$ cat src/rtl/lpcr_pkg.sv
// ----------------------------------------------------------------------------
// lpcr_pkg
// Shared constants, register indexes and types of the peak clip raster unit.
// ----------------------------------------------------------------------------
`default_nettype none

package lpcr_pkg;

   // defaults of the top level parameters
   localparam int MAX_COLS_DEF   = 1024;
   localparam int PIXEL_BITS_DEF = 16;

   // fixed port field widths
   localparam int PIXEL_W    = 16;
   localparam int ROW_W      = 16;
   localparam int OUT_COL_W  = 10;
   localparam int VALUE_W    = 16;
   localparam int CFG_COLS_W = 11;
   localparam int CFG_ROWS_W = 16;
   localparam int CSR_IDX_W  = 4;
   localparam int CSR_DATA_W = 16;

   // result queue: depth must be a power of two
   localparam int RSP_DEPTH = 8;
   // results one request can release
   localparam int MAX_RSP   = 3;

   // configuration register indexes
   localparam logic [CSR_IDX_W-1:0] CSR_FRAME_COLS = 4'd0;
   localparam logic [CSR_IDX_W-1:0] CSR_FRAME_ROWS = 4'd1;

   // neighbor presence flags for the three finishes of one request
   typedef struct packed {
      logic has_a;     // pixel above is finished by this request
      logic up_a;      // it has an upper neighbor
      logic left_a;    // it has a left neighbor
      logic right_a;   // it has a right neighbor
      logic has_b;     // last row: pixel to the left is finished
      logic up_bc;     // last row pixels have an upper neighbor
      logic left_b;    // left pixel has its own left neighbor
      logic has_c;     // last pixel of the frame is finished
      logic left_c;    // last pixel has a left neighbor
   } peak_ctl_type;

   // one result item
   typedef struct packed {
      logic [ROW_W-1:0]     out_row;
      logic [OUT_COL_W-1:0] out_col;
      logic [VALUE_W-1:0]   value;
      logic                 run_last;
   } rsp_item_type;

endpackage

`default_nettype wire

$ cat src/rtl/lpcr_peak.sv
// ----------------------------------------------------------------------------
// lpcr_peak
// Peak test for the up to three pixels finished by one request.
// ----------------------------------------------------------------------------
`default_nettype none

module lpcr_peak #(
   parameter int PW = lpcr_pkg::PIXEL_BITS_DEF
) (
   input  wire lpcr_pkg::peak_ctl_type ctl,
   input  wire logic [PW-1:0]          px,        // new original pixel
   input  wire logic [PW-1:0]          a_self,    // original above
   input  wire logic [PW-1:0]          a_up,      // final two rows up
   input  wire logic [PW-1:0]          a_left,    // final up-left
   input  wire logic [PW-1:0]          a_right,   // original up-right
   input  wire logic [PW-1:0]          b_self,    // original to the left
   input  wire logic [PW-1:0]          b_up,      // final up-left
   input  wire logic [PW-1:0]          b_left,    // final two to the left
   output logic      [PW-1:0]          va,
   output logic      [PW-1:0]          vb,
   output logic      [PW-1:0]          vc
);

   // strict peak over the present neighbors is clipped to their maximum
   function automatic logic [PW-1:0] finish(
      input logic [PW-1:0] own,
      input logic          hu,
      input logic [PW-1:0] up_v,
      input logic          hl,
      input logic [PW-1:0] left_v,
      input logic          hd,
      input logic [PW-1:0] down_v,
      input logic          hr,
      input logic [PW-1:0] right_v
   );
      logic          peak;
      logic [PW-1:0] mx;
      peak = 1'b1;
      mx   = '0;
      if (hu) begin
         if (own <= up_v) peak = 1'b0;
         else if (up_v > mx) mx = up_v;
      end
      if (hl) begin
         if (own <= left_v) peak = 1'b0;
         else if (left_v > mx) mx = left_v;
      end
      if (hd) begin
         if (own <= down_v) peak = 1'b0;
         else if (down_v > mx) mx = down_v;
      end
      if (hr) begin
         if (own <= right_v) peak = 1'b0;
         else if (right_v > mx) mx = right_v;
      end
      return peak ? mx : own;
   endfunction

   // pixel above: lower neighbor just arrived
   assign va = finish(a_self, ctl.up_a, a_up, ctl.left_a, a_left,
                      1'b1, px, ctl.right_a, a_right);

   // last row, pixel to the left: right neighbor just arrived
   assign vb = finish(b_self, ctl.up_bc, b_up, ctl.left_b, b_left,
                      1'b0, '0, 1'b1, px);

   // last pixel of the frame, sees the values finished above and left of it
   assign vc = finish(px, ctl.up_bc, va, ctl.left_c, vb,
                      1'b0, '0, 1'b0, '0);

endmodule

`default_nettype wire

$ cat config.mk
export PLATFORM = sky130hd
export DESIGN_NAME = lpcr_peak
export DESIGN_NICKNAME = d
export VERILOG_FILES = /design/src/rtl/lpcr_pkg.sv /design/src/rtl/lpcr_peak.sv
export SDC_FILE = /design/constraint.sdc
export NUM_CORES = 1
export LEC_CHECK = 0
export BUFFER_PORTS_ARGS = -buffer_cell sky130_fd_sc_hd__buf_2
export CORE_MARGIN = 1
export CORE_UTILIZATION = 35
export DETAILED_ROUTE_END_ITERATION = 7
export PLACE_DENSITY = 0.56
export SYNTH_ARGS = -nofsm -noshare
export SYNTH_HDL_FRONTEND = slang
export SYNTH_SLANG_ARGS = --single-unit
export TNS_END_PERCENT = 20
$ cat constraint.sdc
create_clock -name vclk -period 17.75
set_input_delay 3.55 -clock vclk [all_inputs]
set_output_delay 3.55 -clock vclk [all_outputs]
set_load 0.01 [all_outputs]
==> reports/metrics.cfg, run 1 <==
[global_route]
grt_pass1_vias=9767
grt_max_degree=21
grt_overflow=0
grt_first_pass_wirelength_um=49440
antenna_found_initial=0
track_usage=0.2607

[cts]
cts_hold_buf=0

[layout]
final_area_um2=12080
final_nets=1859
n_antenna_cell=0
area_growth_pct=47.01
clkbuf_count=0
fill_cells=2291
multi_input_comb_area_um2=8416
drive_gt1_frac=0.3803
regArea_um2=0
fin_util=0.5287
seq_cells=0
fin_cells=1796

[sta]
layout_setup_ws_ns=-0.5871
hold_viol=0
setup_violations=16
maxSlewViolCount=0
slew_headroom=0.3945
fin_crit_sh=1.033
fin_crit_ns=18.34
tightest_slew_ns=0.8987
fmax_mhz=54.53
rsz0062_at_grt=true

[power]
switching_power_mw=0.2493
ir_drop_mv=0.01576
power.density_nw_per_um2=39.67
p_leak_nw=6.065
p_comb_frac=1.000
seqPwrFrac=0
switching_share=0.5202
power_mw=0.4792
p_int_mw=0.2299
clkPwrFrac=0

[outcome]
status=finished with violations
failed_checks=negative setup slack

[synthesis]
synth.distinct_cells=73
syn_area_um2=8217
syn_nets=1494
ys_seq_area_frac=0
yosysWarnings=0
synth.avg_cell_area_um2=7.336
synthCells=1120

[critical_path]
cp_slowest_cell=or4b_4
cp-start-kind=input pin
critPathKind=input pin to output pin
worstPathRequired_ns=14.20
crit_path_end_kind=output pin
worstPathArrival_ns=14.79
crit_path_max_incr_delay_ns=0.61
cp_max_fo=8

[flow_run]
cap_violations=0

[floorplan]
chipWidth_um=155.2
start_util=0.3596
die_h_um=155.2
core_area_um2=22850
rows=55
die_area_um2=24090
io_pins=185

[placement]
dp_hpwl_um=27640
portBuffers=182
place_congestion=0.8990
dp.cells=1754
place_area_um2=10780
place_ws_ns=-1.410

[route]
dr.max_layer_used=met4
firstDrtPassIters=5
num_vias=9940
via_per_inst=5.535
drt_iter0_markers=440
wl_per_cell_um=18.35
antenna_left=0
post-route-drc-count=0
wirelength_met1_um=14300
dr_wl_met2_um=16240
routed_wl_um=32950
route.met3.wl_um=1205

[worst_hold_path]
hold_path.class=input pin to output pin

area by class of cell:
| type | count | share of cell area |
|---|---|---|
| timing repair buffer | 389 | 0.2255 |
| tap | 313 | 0.03242 |
| multi-input combinational | 952 | 0.6967 |
| inverter | 142 | 0.04537 |
layer usage:
layer,track usage,vias to the layer above
met1,0.3168,4639
met3,0.007521,60
li1,-,4969
met5,0,-
met4,0.09010,0
met2,0.4895,272
worst paths after layout:
check / startpoint / endpoint / slack (ns) / depth (start not counted)
min: px[0] / vc[0] / 7.54 / 3
max: a_up[10] / vc[4] / -0.59 / 62
power by group through the flow:
stage	sequential, mW	combinational [mW]	clock [mW]
3_3_place_gp	0	0.406	0
3_5_place_dp	0	0.413	0
2_1_floorplan	0	0.245	0
6_report	0	0.479	0
4_1_cts	0	0.459	0
5_1_grt	0	0.525	0
worst max-delay path: cells and delay by family:
family,cells,cell delay (ns)
fa+ha+maj,6,1.43
buf+inv,14,1.74
compound gates,21,4.15
simple gates,17,2.65
mux,4,1.22
stage by stage:
stage          hold slack (ns)  setup TNS (ns)
5_1_grt                  7.557          -14.34
3_5_place_dp             7.551          -21.37
4_1_cts                  7.536          -6.581
6_report                 7.539          -8.228
3_3_place_gp             7.555          -20.85
2_1_floorplan            7.235               0
cells in the final DEF (no fill, tap or decap), drive strengths merged, types with 17 or more instances in the layout:
cell type,instances
o21a,21
nor2,52
nor2b,17
ha,237
nand3,22
a21o,38
o21ai,59
o31ai,25
mux2,40
a21oi,94
nand4,47
nand2,112
buf,388
inv,142
kinds of logic after synthesis:
group,synth area share
AOI/OAI and AO/OA,0.2890
and+or+nand+nor,0.1922
adders and majority gates,0.3609
buffers and inverters,0.08071
muxes,0.07507
xor gates and xnor gates,0.002132
timing repair:
action,CTS,global route
setup endpoints to repair,16,16
buffers inserted,28,13
resized for setup,127,70
gates cloned,3,1
pin swaps,57,37
cell usage after synthesis (21+ instances only):
| library cell | number | area share |
|---|---|---|
| a21o_1 | 38 | 0.035 |
| a21oi_1 | 94 | 0.057 |
| clkbuf_1 | 21 | 0.0096 |
| ha_1 | 237 | 0.36 |
| inv_1 | 142 | 0.065 |
| mux2_2 | 33 | 0.045 |
| nand2_1 | 112 | 0.051 |
| nand3_1 | 21 | 0.013 |
| nand4_1 | 47 | 0.036 |
| nor2_1 | 52 | 0.024 |
| o21a_1 | 21 | 0.019 |
| o21ai_0 | 57 | 0.035 |
| o31ai_1 | 25 | 0.023 |
Power figures use the tool's default switching activity.
==> run 2, diff against run 1 <==
--- a/config.mk
+++ b/config.mk
@@ -9,7 +9,7 @@
 export CORE_MARGIN = 1
 export CORE_UTILIZATION = 35
 export DETAILED_ROUTE_END_ITERATION = 7
-export PLACE_DENSITY = 0.56
+export PLACE_DENSITY = 0.54
 export SYNTH_ARGS = -nofsm -noshare
 export SYNTH_HDL_FRONTEND = slang
 export SYNTH_SLANG_ARGS = --single-unit
==> constraint.sdc (replaced) <==
create_clock -name vclk -period 19.85
set_input_delay 3.97 -clock vclk [all_inputs]
set_output_delay 3.97 -clock vclk [all_outputs]
set_load 0.01 [all_outputs]
==> reports/metrics.cfg, run 2 (synthesis gave the netlist of run 1 again) <==
[outcome]
status=finished, final reports clean

[global_route]
grt_first_pass_wirelength_um=48180  ; -2.6%
grt_max_degree=21  ; unchanged
antenna_found_initial=2  ; +2
track_usage=0.2536  ; -0.007093
grt_pass1_vias=9453  ; -3.2%
grt_overflow=0  ; unchanged

[layout]
regArea_um2=0  ; unchanged
final_cell_mix=223 x ha_1, 182 x buf_2, 139 x inv_1
final_area_um2=10990  ; -9.0%
n_antenna_cell=0  ; unchanged
seq_cells=0  ; unchanged
final_nets=1793  ; -3.6%
fin_util=0.4809  ; -0.04781
clkbuf_count=0  ; unchanged
area_growth_pct=33.71
layout_commonest_cell=ha_1
drive_gt1_frac=0.3077  ; -0.07262

[floorplan]
rows=55  ; unchanged
io_pins=185  ; unchanged
die_h_um=155.2  ; unchanged
chipWidth_um=155.2  ; unchanged
core_area_um2=22850  ; unchanged
start_util=0.3596  ; unchanged
die_area_um2=24090  ; unchanged

[sta]
fin_crit_sh=0.9824
maxSlewViolCount=0  ; unchanged
fmax_mhz=51.28
slew_headroom=0.4053  ; +0.01072
tns_ns=0  ; +8.228 ns
fin_crit_ns=19.50
hold_viol=0  ; unchanged
layout_setup_ws_ns=0.3495  ; +0.9366 ns
setup_violations=0  ; -16
tightest_slew_ns=0.8828  ; -0.01591 ns

[placement]
place_area_um2=10310  ; -4.4%
portBuffers=182  ; unchanged
dp_hpwl_um=27560  ; -0.31%
place_congestion=0.9582  ; +6.6%
place_ws_ns=-0.2188  ; +1.191 ns

[critical_path]
worstPathArrival_ns=15.53  ; +0.74 ns
crit_path_end_kind=output pin
crit_path_max_incr_delay_ns=0.56  ; -0.05 ns
cp-start-kind=input pin
cp_slowest_cell=or4b_4
critPathKind=input pin to output pin
cp_max_fo=7  ; -1
worstPathRequired_ns=15.88  ; +1.68 ns

[worst_hold_path]
hold_end=vc[0]
hold_path.class=input pin to output pin
min_path_cells=3  ; unchanged
hp-start=px[0]

[power]
power.density_nw_per_um2=35.36  ; -11%
clkPwrFrac=0  ; unchanged
p_int_mw=0.1787  ; -22%
p_comb_frac=1.000  ; about the same
p_leak_nw=5.559  ; -8.3%
ir_drop_mv=0.01545  ; -1.9%
switching_share=0.5401  ; +0.01988
switching_power_mw=0.2098  ; -16%
seqPwrFrac=0  ; unchanged

[cts]
cts_hold_buf=0  ; unchanged

[route]
post-route-drc-count=0  ; unchanged
num_vias=9736  ; -2.1%
wl_per_cell_um=18.66  ; +1.7%
drt_iter0_markers=593  ; +35%
antenna_left=0  ; unchanged
routed_wl_um=32290  ; -2.0%
firstDrtPassIters=5  ; unchanged
via_per_inst=5.628  ; +1.7%

[flow_run]
cap_violations=0  ; unchanged

-- run 2: cell types whose count changed in the layout (fill, tap and decap cells not counted), sizes merged --
cell,change
nand3,-1
buf,-66
clkbuf,+1
-- run 2: per-layer routing --
metal  GRT usage  share of wire  vias to the layer above
li1            -              -                     4827
met1      0.3091           0.43                     4523
met2      0.4790           0.50                      313
met3     0.01114          0.039                       69
met4     0.07236          0.035                        4
met5           0        0.00084                        -
-- run 2: stage by stage --
step	std cells	hold WS, ns	power, mW
after floorplan	1120	8.075	0.2132
after CTS	1709	8.401	0.3568
after global placement	1706	8.393	0.3469
after global routing	1730	8.393	0.4281
after detailed placement	1706	8.399	0.3528
final	1730	8.381	0.3885
-- run 2: what timing repair did --
action,4_1_cts,5_1_grt
resized for setup,7,82
cloned,0,3
hold endpoints to repair,0,0
pin swaps,2,32
setup endpoints to repair,16,16
setup buffers,3,18
-- run 2: worst max-delay path by stage --
stage                          from  slack [ns]  cells past startpoint     to
after floorplan            a_up[13]        0.27                     61  vc[4]
after global placement      a_up[5]       -0.20                     62  vc[1]
after detailed placement  a_self[7]       -0.22                     63  vc[1]
after CTS                   a_up[5]       0.003                     64  vc[1]
after global routing        a_up[8]       -0.12                     67  vc[0]
final                       a_up[8]        0.35                     66  vc[0]
-- run 2: area by class of cell --
| class | count | area (um2) |
|---|---|---|
| inverter | 142 | 533.0 |
| multi-input combinational | 951 | 7979 |
| tap | 313 | 391.6 |
| timing repair buffer | 324 | 2083 |
| fill | 2337 | 11860 |
-- run 2: power by group through the flow --
| stage | sequential, mW | clock [mW] | combinational [mW] |
|---|---|---|---|
| floorplan | 0 | 0 | 0.213 |
| global placement | 0 | 0 | 0.347 |
| detailed placement | 0 | 0 | 0.353 |
| CTS | 0 | 0 | 0.357 |
| global route | 0 | 0 | 0.428 |
| finish | 0 | 0 | 0.389 |
-- run 2: critical path, delay by kind of cell --
kind                       cells  cell delay (ns)
adders and majority gates      6             1.54
and+or+nand+nor               21             3.28
AOI/OAI and AO/OA             18             3.46
buffers and inverters         16             2.06
muxes                          5             1.12
