[src/rtl/lpcr_pkg.sv]
// ----------------------------------------------------------------------------
// lpcr_pkg
// Shared constants, register indexes and types of the peak clip raster unit.
// ----------------------------------------------------------------------------
`default_nettype none

package lpcr_pkg;

   // defaults of the top level parameters
   localparam int MAX_COLS_DEF   = 1024;
   localparam int PIXEL_BITS_DEF = 16;

   // fixed port field widths
   localparam int PIXEL_W    = 16;
   localparam int ROW_W      = 16;
   localparam int OUT_COL_W  = 10;
   localparam int VALUE_W    = 16;
   localparam int CFG_COLS_W = 11;
   localparam int CFG_ROWS_W = 16;
   localparam int CSR_IDX_W  = 4;
   localparam int CSR_DATA_W = 16;

   // result queue: depth must be a power of two
   localparam int RSP_DEPTH = 8;
   // results one request can release
   localparam int MAX_RSP   = 3;

   // configuration register indexes
   localparam logic [CSR_IDX_W-1:0] CSR_FRAME_COLS = 4'd0;
   localparam logic [CSR_IDX_W-1:0] CSR_FRAME_ROWS = 4'd1;

   // neighbor presence flags for the three finishes of one request
   typedef struct packed {
      logic has_a;     // pixel above is finished by this request
      logic up_a;      // it has an upper neighbor
      logic left_a;    // it has a left neighbor
      logic right_a;   // it has a right neighbor
      logic has_b;     // last row: pixel to the left is finished
      logic up_bc;     // last row pixels have an upper neighbor
      logic left_b;    // left pixel has its own left neighbor
      logic has_c;     // last pixel of the frame is finished
      logic left_c;    // last pixel has a left neighbor
   } peak_ctl_type;

   // one result item
   typedef struct packed {
      logic [ROW_W-1:0]     out_row;
      logic [OUT_COL_W-1:0] out_col;
      logic [VALUE_W-1:0]   value;
      logic                 run_last;
   } rsp_item_type;

endpackage

`default_nettype wire

[src/rtl/lpcr_rsp_fifo.sv]
// ----------------------------------------------------------------------------
// lpcr_rsp_fifo
// Result queue taking up to three results per cycle, releasing one per cycle on pop.
// ----------------------------------------------------------------------------
`default_nettype none

module lpcr_rsp_fifo #(
   parameter int DEPTH = lpcr_pkg::RSP_DEPTH
) (
   input  wire logic                          clock,
   input  wire logic                          reset,
   input  wire logic [lpcr_pkg::MAX_RSP-1:0]  push_mask,
   input  wire lpcr_pkg::rsp_item_type        push_item [lpcr_pkg::MAX_RSP],
   input  wire logic                          pop,
   output lpcr_pkg::rsp_item_type             head,
   output logic      [$clog2(DEPTH+1)-1:0]    level
);

   localparam int PTR_W = $clog2(DEPTH);
   localparam int LVL_W = $clog2(DEPTH + 1);
   localparam int NR    = lpcr_pkg::MAX_RSP;

   lpcr_pkg::rsp_item_type mem_ff [DEPTH];
   logic [PTR_W-1:0] wr_ptr_ff, wr_ptr_in;
   logic [PTR_W-1:0] rd_ptr_ff, rd_ptr_in;
   logic [LVL_W-1:0] level_ff, level_in;
   logic [PTR_W-1:0] slot_ptr [NR];

   // pack the present results into consecutive slots
   always_comb begin
      logic [PTR_W-1:0] acc;
      logic [LVL_W-1:0] cnt;
      acc = wr_ptr_ff;
      cnt = '0;
      for (int i = 0; i < NR; i++) begin
         slot_ptr[i] = acc;
         acc = acc + PTR_W'(push_mask[i]);
         cnt = cnt + LVL_W'(push_mask[i]);
      end
      wr_ptr_in = acc;
      rd_ptr_in = rd_ptr_ff + PTR_W'(pop);
      level_in  = level_ff + cnt - LVL_W'(pop);
   end

   always_ff @(posedge clock) begin
      for (int i = 0; i < NR; i++) begin
         if (push_mask[i]) begin
            mem_ff[slot_ptr[i]] <= push_item[i];
         end
      end
   end

   always_ff @(posedge clock) begin
      if (reset) begin
         wr_ptr_ff <= '0;
         rd_ptr_ff <= '0;
         level_ff  <= '0;
      end else begin
         wr_ptr_ff <= wr_ptr_in;
         rd_ptr_ff <= rd_ptr_in;
         level_ff  <= level_in;
      end
   end

   assign head  = mem_ff[rd_ptr_ff];
   assign level = level_ff;

endmodule

`default_nettype wire

[config.mk]
export PLATFORM = sky130hd
export DESIGN_NAME = lpcr_rsp_fifo
export DESIGN_NICKNAME = d
export VERILOG_FILES = /design/src/rtl/lpcr_pkg.sv /design/src/rtl/lpcr_rsp_fifo.sv
export SDC_FILE = /design/constraint.sdc
export NUM_CORES = 1
export LEC_CHECK = 0
export ABC_AREA = 0
export BUFFER_PORTS_ARGS = -buffer_cell sky130_fd_sc_hd__buf_2
export CAP_MARGIN = 20
export CORE_MARGIN = 5
export CORE_UTILIZATION = 40
export DETAILED_ROUTE_END_ITERATION = 7
export PLACE_DENSITY_LB_ADDON = 0.15
export SLEW_MARGIN = 0
export SYNTH_ARGS = -nofsm -noshare
export SYNTH_HDL_FRONTEND = slang
export SYNTH_SLANG_ARGS = --single-unit
[constraint.sdc]
create_clock -name clock -period 6.59 [get_ports clock]
set_clock_uncertainty 0.15 [all_clocks]
set_input_delay 1.6475 -clock clock [delete_from_list [all_inputs] [get_ports clock]]
set_output_delay 1.6475 -clock clock [all_outputs]
set_load 0.005 [all_outputs]
==> metrics.md, run 1 <==
| Metric | Value |
|---|---|
| Status | `completed` |
| GP Congestion | `around 0.81` |
| Peak supply drop | `0.2512 mV` |
| Slowest library cell on the worst path | `nor2_4` |
| Post-Syn Nets | `1,885` |
| Leakage | `approximately 8.2 nW` |
| Average size of a mapped cell | `12.49 sq um` |
| Root Driver | `clkbuf_16` |
| Area of the multi-input gates | `10,350 sq um` |
| Cell Chain, Critical Path | `buf_2, ha_1, ha_1, xor2_4, xnor2_4, buf_4, nor2_4, buf_4, mux2_2` |
| Row count | `85` |
| Register area | `10,540 sq um` |
| Initial drt markers | `1,464` |
| Fillers | `slightly below 5,000` |
| Post-synthesis simple-gate area fraction | `0.07866` |
| RSZ-0062 raised after global routing | `false` |
| Routed vias/inst | `6.476` |
| Main combinational cell family by area after synthesis | `multiplexers` |
| Sink Count | `354` |
| Routed wire length | `between 70,000 and 80,000 microns` |
| Xor/xnor share of the synthesized area | `0.005144` |
| Worst Path Max Fanout | `31` |
| Antenna violations before repair | `6` |
| IO Pins | `182` |
| Final worst path period share | `0.7557` |
| Final setup fails | `0` |
| Worst Max-Slew Pin Slew | `1.065 ns` |
| Pin count of the biggest net entering global routing | `63` |
| Max-cap violations | `0` |
| Clock transition at path regs | `0.05 ns` |
| TritonRoute pass-1 iters | `6` |
| CP Class | `in2reg` |
| Top_reg_cell synth | `edfxtp_1` |
| Dominant cells by area after synthesis | `edfxtp_1, mux2_2, o2bb2ai_1` |
| Mux share of post-synthesis cell area | `0.2460` |
| Post-CTS resize count | `0` |
| Vias | `16,410` |
| Total CTS buffers | `43` |
| Synth Register Bits | `354` |
| Vias in the first global route | `16,980` |
| Core ar. | `roughly 54,000 sq um` |
| Initial Util | `0.4031` |
| DP HPWL | `43,350 microns` |
| Critical Path RT | `6.75 ns` |
| Data arrival time of the worst path | `about 5.1 ns` |
| Slowest stage delay, CP | `0.66 ns` |
| Mapped Cells | `1,734` |
| Input/output buffers | `181` |
| Die area | `58,880 sq um` |
| GRT Overall Usage | `0.2590` |
| First-pass GRT wire length | `approximately 120,000 microns` |
| Number of synthesis warnings | `0` |
| Avg WL per Cell | `31.05 microns` |
| Sequential share of the synthesized area | `0.4864` |
| TritonCTS clock tree | `done` |
| Final Net Count | `1,951` |
| Post-Place Worst Slack | `1.026 ns` |
| Ratio of cells with drive above 1 in the final layout | `0.3790` |
| Power per cell area | `398.2 nW/um^2` |
| Number of synthesized flops with an enable pin | `344` |
| Startpoint types | `primary input` |
| Die height | `242.6 microns` |
| Netlist cell types | `41` |
| Hold buffer count at CTS | `0` |
| Layout Area Growth over Synthesis | `12.78%` |
| # H-tree levels | `2` |
| Top-area cell type share of the netlist area | `0.4771` |
| Antenna viol nets, final | `0` |
| Asr flop ratio synth | `0` |
| HP Class | `reg2reg` |
| Synth area leader | `edfxtp_1` |
| Worst Setup End Kind | `register` |
| Slew headroom | `0.2902` |
| Grt ovf | `0` |
| Adder-Cell Fraction of Synth Area | `0.009940` |
| Crit path time final | `4.980 ns` |
| DRC | `0` |
| Synth Area in Compound Gates | `0.1314` |
| Worst setup margin | `1.610 ns` |
| Peak Freq | `between 0.2 and 0.25 GHz` |
| Setup TNS | `0 ns` |
| Count of pins over their slew limit | `0` |
| Clk buf depth | `3` |
| Endpoints failing hold | `0` |
| Worst-Skew Late Latency | `0.56 ns` |
| Synthesized cell area | `21,650 sq um` |
| Post-CTS Repair Setup Buffers | `0` |
| Die X | `242.6 microns` |
worst max-delay path: cells and delay by family:
family        cells  cell delay [ns]
buf+inv           3             0.97
simple gates      1             0.66
fa+ha+maj         2             0.49
xor+xnor          2             0.97
mux               1             0.37
cell usage after synthesis, types with 3 or more instances:
master     instances
buf_2             30
mux4_2            86
nand2_1          264
mux2_1             6
dfxtp_1           10
nor3_1            87
buf_1             63
nor2_1            10
or2_2              3
clkbuf_1         104
edfxtp_1         344
o2bb2ai_1        258
nand3_1            9
xnor2_1            7
buf_4              8
buf_6              4
nand3b_1           3
nand2b_1           4
mux2_2           295
nor2b_1            8
a31oi_1           86
inv_1             10
ha_1              14
report_power, final:
group          switching, mW  leakage (nW)  internal [mW]
clock network          0.977         0.638           1.32
logic                   2.28          4.31           1.43
registers              0.216          3.27           3.51
state kept, by name (all words and copies together) (netlist names):
signal     cells
level          4
mem_ff       344
rd_ptr_ff      3
wr_ptr_ff      3
metal layers:
layer | global-route usage | vias up | part of all wire
li1 | - | 6976 | -
met1 | 0.3501 | 8385 | 0.40
met2 | 0.4299 | 918 | 0.48
met3 | 0.05028 | 127 | 0.090
met4 | 0.07226 | 4 | 0.024
met5 | 0 | - | 0.00027
layout by cell type (no fill, tap or decap), types with 2 or more instances in the layout:
master     netlist  routed
xor2_1           2       2
ha_1            14      14
a31oi_1         86      86
o211ai_1         2       2
nand2_2          1       4
xnor2_1          7       5
buf_12           0       2
clkinv_1         0      16
dfxtp_1         10       7
clkbuf_1       104      12
nand2b_2         0       4
clkinv_2         0       4
or2_2            3       4
nor2_4           1       4
nor2b_1          8       8
nand2_1        264     261
nor2_1          10       8
mux4_2          86      86
buf_2           30     181
xnor2_2          1       2
nand3b_1         3       3
nand3_1          9       4
nor3_4           1       2
nand3_4          0       5
fa_1             2       2
clkbuf_16        0      45
mux2_1           6       6
buf_4            8      47
inv_1           10      10
o2bb2ai_1      258     258
nor3_1          87      87
edfxtp_1       344     344
mux2_2         295     295
bufinv_16        0       2
dfxtp_4          0       2
diode_2          0       4
through the flow:
stage                     std cells  hold slack, ns  utilization  cell area, sq um  power, mW
after global routing           2533          0.6379       0.4546             24410      10.12
final                          2534          0.5533       0.4546             24420      9.722
after detailed placement       2451          0.5372       0.4300             23090      7.451
after CTS                      2530          0.5585       0.4544             24410      9.758
after floorplan                1734          0.3950            -             21650      6.014
after global placement         2451          0.5009       0.4300             23090      7.393
path summary, 6_finish.rpt:
| kind | to | slack [ns] | startpoint | cells after the start |
|---|---|---|---|---|
| setup reg to reg | mem_ff[5][16] | 2.46 | wr_ptr_ff[0] | 8 |
| hold reg to reg | level[3] | 0.55 | level[2] | 3 |
| hold / removal | level[3] | 0.55 | level[2] | 3 |
| setup / recovery | mem_ff[5][16] | 1.61 | push_mask[0] | 9 |
area by class of cell:
cell class | count | area share
antenna | 4 | 0.0004100
clock buffer | 57 | 0.04797
clock inverter | 22 | 0.005739
inverter | 10 | 0.001537
multi-input combinational | 1161 | 0.4239
sequential | 354 | 0.4316
tap | 696 | 0.03567
timing repair buffer | 230 | 0.05319
cells by family after synthesis:
logic type	count (synthesis)
compound gates	350
xor+xnor	11
fa+ha+maj	16
buf+inv	219
flops	354
mux	387
simple gates	397
No activity file was read; power rests on OpenSTA's default activity.
==> run 2: changes to the inputs <==
Clock period 6.59 ns to 4.2 ns, I/O delays scaled along.
==> metrics.md, run 2 (synthesis gave the netlist of run 1 again) <==
| Metric | Value |
|---|---|
| Status | `completed` |
| Dpl cells | `about 2,500` |
| Pin count of the biggest net entering global routing | `74` |
| Endpoints failing hold | `0` |
| Input/output buffers | `approximately 180` |
| FF-to-FF End | `mem_ff[4][6]` |
| Antenna viol nets, final | `0` |
| CP Depth | `4` |
| Clk buf depth | `3` |
| Design Power | `between 15 and 20 mW` |
| Row count | `85` |
| Final Net Count | `a little under 2,000` |
| Sink Count | `354` |
| GRT Overall Usage | `0.2548` |
| Routed vias/inst | `6.338` |
| Core Util, Final | `0.4650` |
| Root Driver | `clkbuf_16` |
| Final worst path period share | `0.8732` |
| RSZ-0062 raised after global routing | `false` |
| First-pass GRT wire length | `~110,000 microns` |
| Worst hold path cell count | `3` |
| Slowest stage delay, CP | `0.70 ns` |
| Antenna violations before repair | `8` |
| Crit path max-delay family | `flip-flops` |
| Routed wire length | `77,160 microns` |
| Most frequent cells in the layout | `edfxtp_1, mux2_2, nand2_1` |
| Hold slack | `0.5036 ns` |
| IO Pins | `182` |
| Worst Reg-to-Reg Cells | `8` |
| Reg2Reg Launch Point | `wr_ptr_ff[0]` |
| CP endpoint | `head[1]` |
| R2r setup slk | `roughly 1.3 ns` |
| Max reg flops | `approximately 340` |
| Die height | `242.6 microns` |
| Most common cell after layout, fill and taps aside | `edfxtp_1` |
| Slew headroom | `0.4958` |
| Post-CTS Repair Setup Buffers | `0` |
| Placed cell areas | `about 24,000 sq um` |
| TritonCTS clock tree | `done` |
| Design Area, Final | `~25,000 sq um` |
| Power per cell area | `621.0 nW/um^2` |
| Vias in the first global route | `16,840` |
| Critical path startpoint | `rd_ptr_ff[1]` |
| # H-tree levels | `2` |
| Core ar. | `53,710 sq um` |
| Leakage | `8.443 nW` |
| Clock transition at path regs | `0.06 ns` |
| TritonRoute pass-1 iters | `6` |
| HP Class | `reg2reg` |
| Critical Path RT | `3.00 ns` |
| Data arrival time of the worst path | `approximately 2.5 ns` |
| Final setup fails | `0` |
| Peak supply drop | `0.3366 mV` |
| Cell Chain, Critical Path | `buf_12, mux4_2, mux2_2, buf_2` |
| Worst Max-Slew Pin Slew | `between 0.7 and 0.8 ns` |
| CP Class | `reg2out` |
| Startpoint types | `register` |
| Layout Area Growth over Synthesis | `15.36%` |
| Avg WL per Cell | `between 30 and 40 microns` |
| Post-route insts no fill | `between 2,000 and 3,000` |
| Die X | `around 240 microns` |
| DP HPWL | `46,830 microns` |
| Worst-Skew Late Latency | `0.56 ns` |
| GP Congestion | `~0.85` |
| Worst Setup End Kind | `primary output` |
| Vias | `16,260` |
| Hold buffer count at CTS | `0` |
| Peak Freq | `0.2727 GHz` |
| Worst Path Max Fanout | `36` |
| Crit path time final | `3.668 ns` |
| Count of pins over their slew limit | `0` |
| Initial Util | `0.4031` |
| DRC | `0` |
| Post-CTS resize count | `0` |
| Initial drt markers | `between 1,500 and 2,000` |
| Ratio of cells with drive above 1 in the final layout | `0.3958` |
| Total CTS buffers | `41` |
| Die area | `58,880 sq um` |
| CP Buf/Inv Count | `2` |
| Max-cap violations | `0` |
| Grt ovf | `0` |
| Slowest library cell on the worst path | `dfxtp_4` |
-- run 2: routing by layer --
layer / up-vias / global-route usage / share of wire
met5: - / 0 / 0.00016
li1: 7031 / - / -
met3: 133 / 0.04345 / 0.081
met4: 2 / 0.06909 / 0.024
met2: 844 / 0.4238 / 0.48
met1: 8246 / 0.3483 / 0.41
-- run 2: worst min path at each step --
stage | from | to | slack, ns
after floorplan | rd_ptr_ff[0] | rd_ptr_ff[0] | 0.40
after global placement | level[2] | level[3] | 0.50
after detailed placement | level[2] | level[3] | 0.50
after CTS | level[2] | level[3] | 0.51
after global routing | level[2] | level[3] | 0.58
final | level[2] | level[3] | 0.50
-- run 2: power by group --
group / internal [mW] / switching [mW]
clock network: 2.04 / 1.50
registers: 5.48 / 0.304
logic: 2.55 / 3.65
-- run 2: tightest hold or removal path: stages (launching register included) --
cell and delay, ns:
dfxtp_1 0.36, xnor2_1 0.10, xnor2_1 0.13, nor2_1 0.04
-- run 2: area by class of cell --
class	instances	area [sq um]
Multi-Input combinational cell	1161	10410
Timing Repair Buffer	266	1832
Tap cell	696	870.8
Clock buffer	50	1060
Fill cell	4819	28730
Antenna cell	7	17.52
Clock inverter	21	207.7
Sequential cell	354	10540
Inverter	10	37.54
-- run 2: stage by stage --
stage / setup TNS (ns) / setup slack [ns]
6_report: 0 / 0.5324
5_1_grt: 0 / 0.4229
4_1_cts: 0 / 0.4871
3_5_place_dp: 0 / 0.4895
3_3_place_gp: 0 / 0.5111
2_1_floorplan: -50.08 / -0.5974
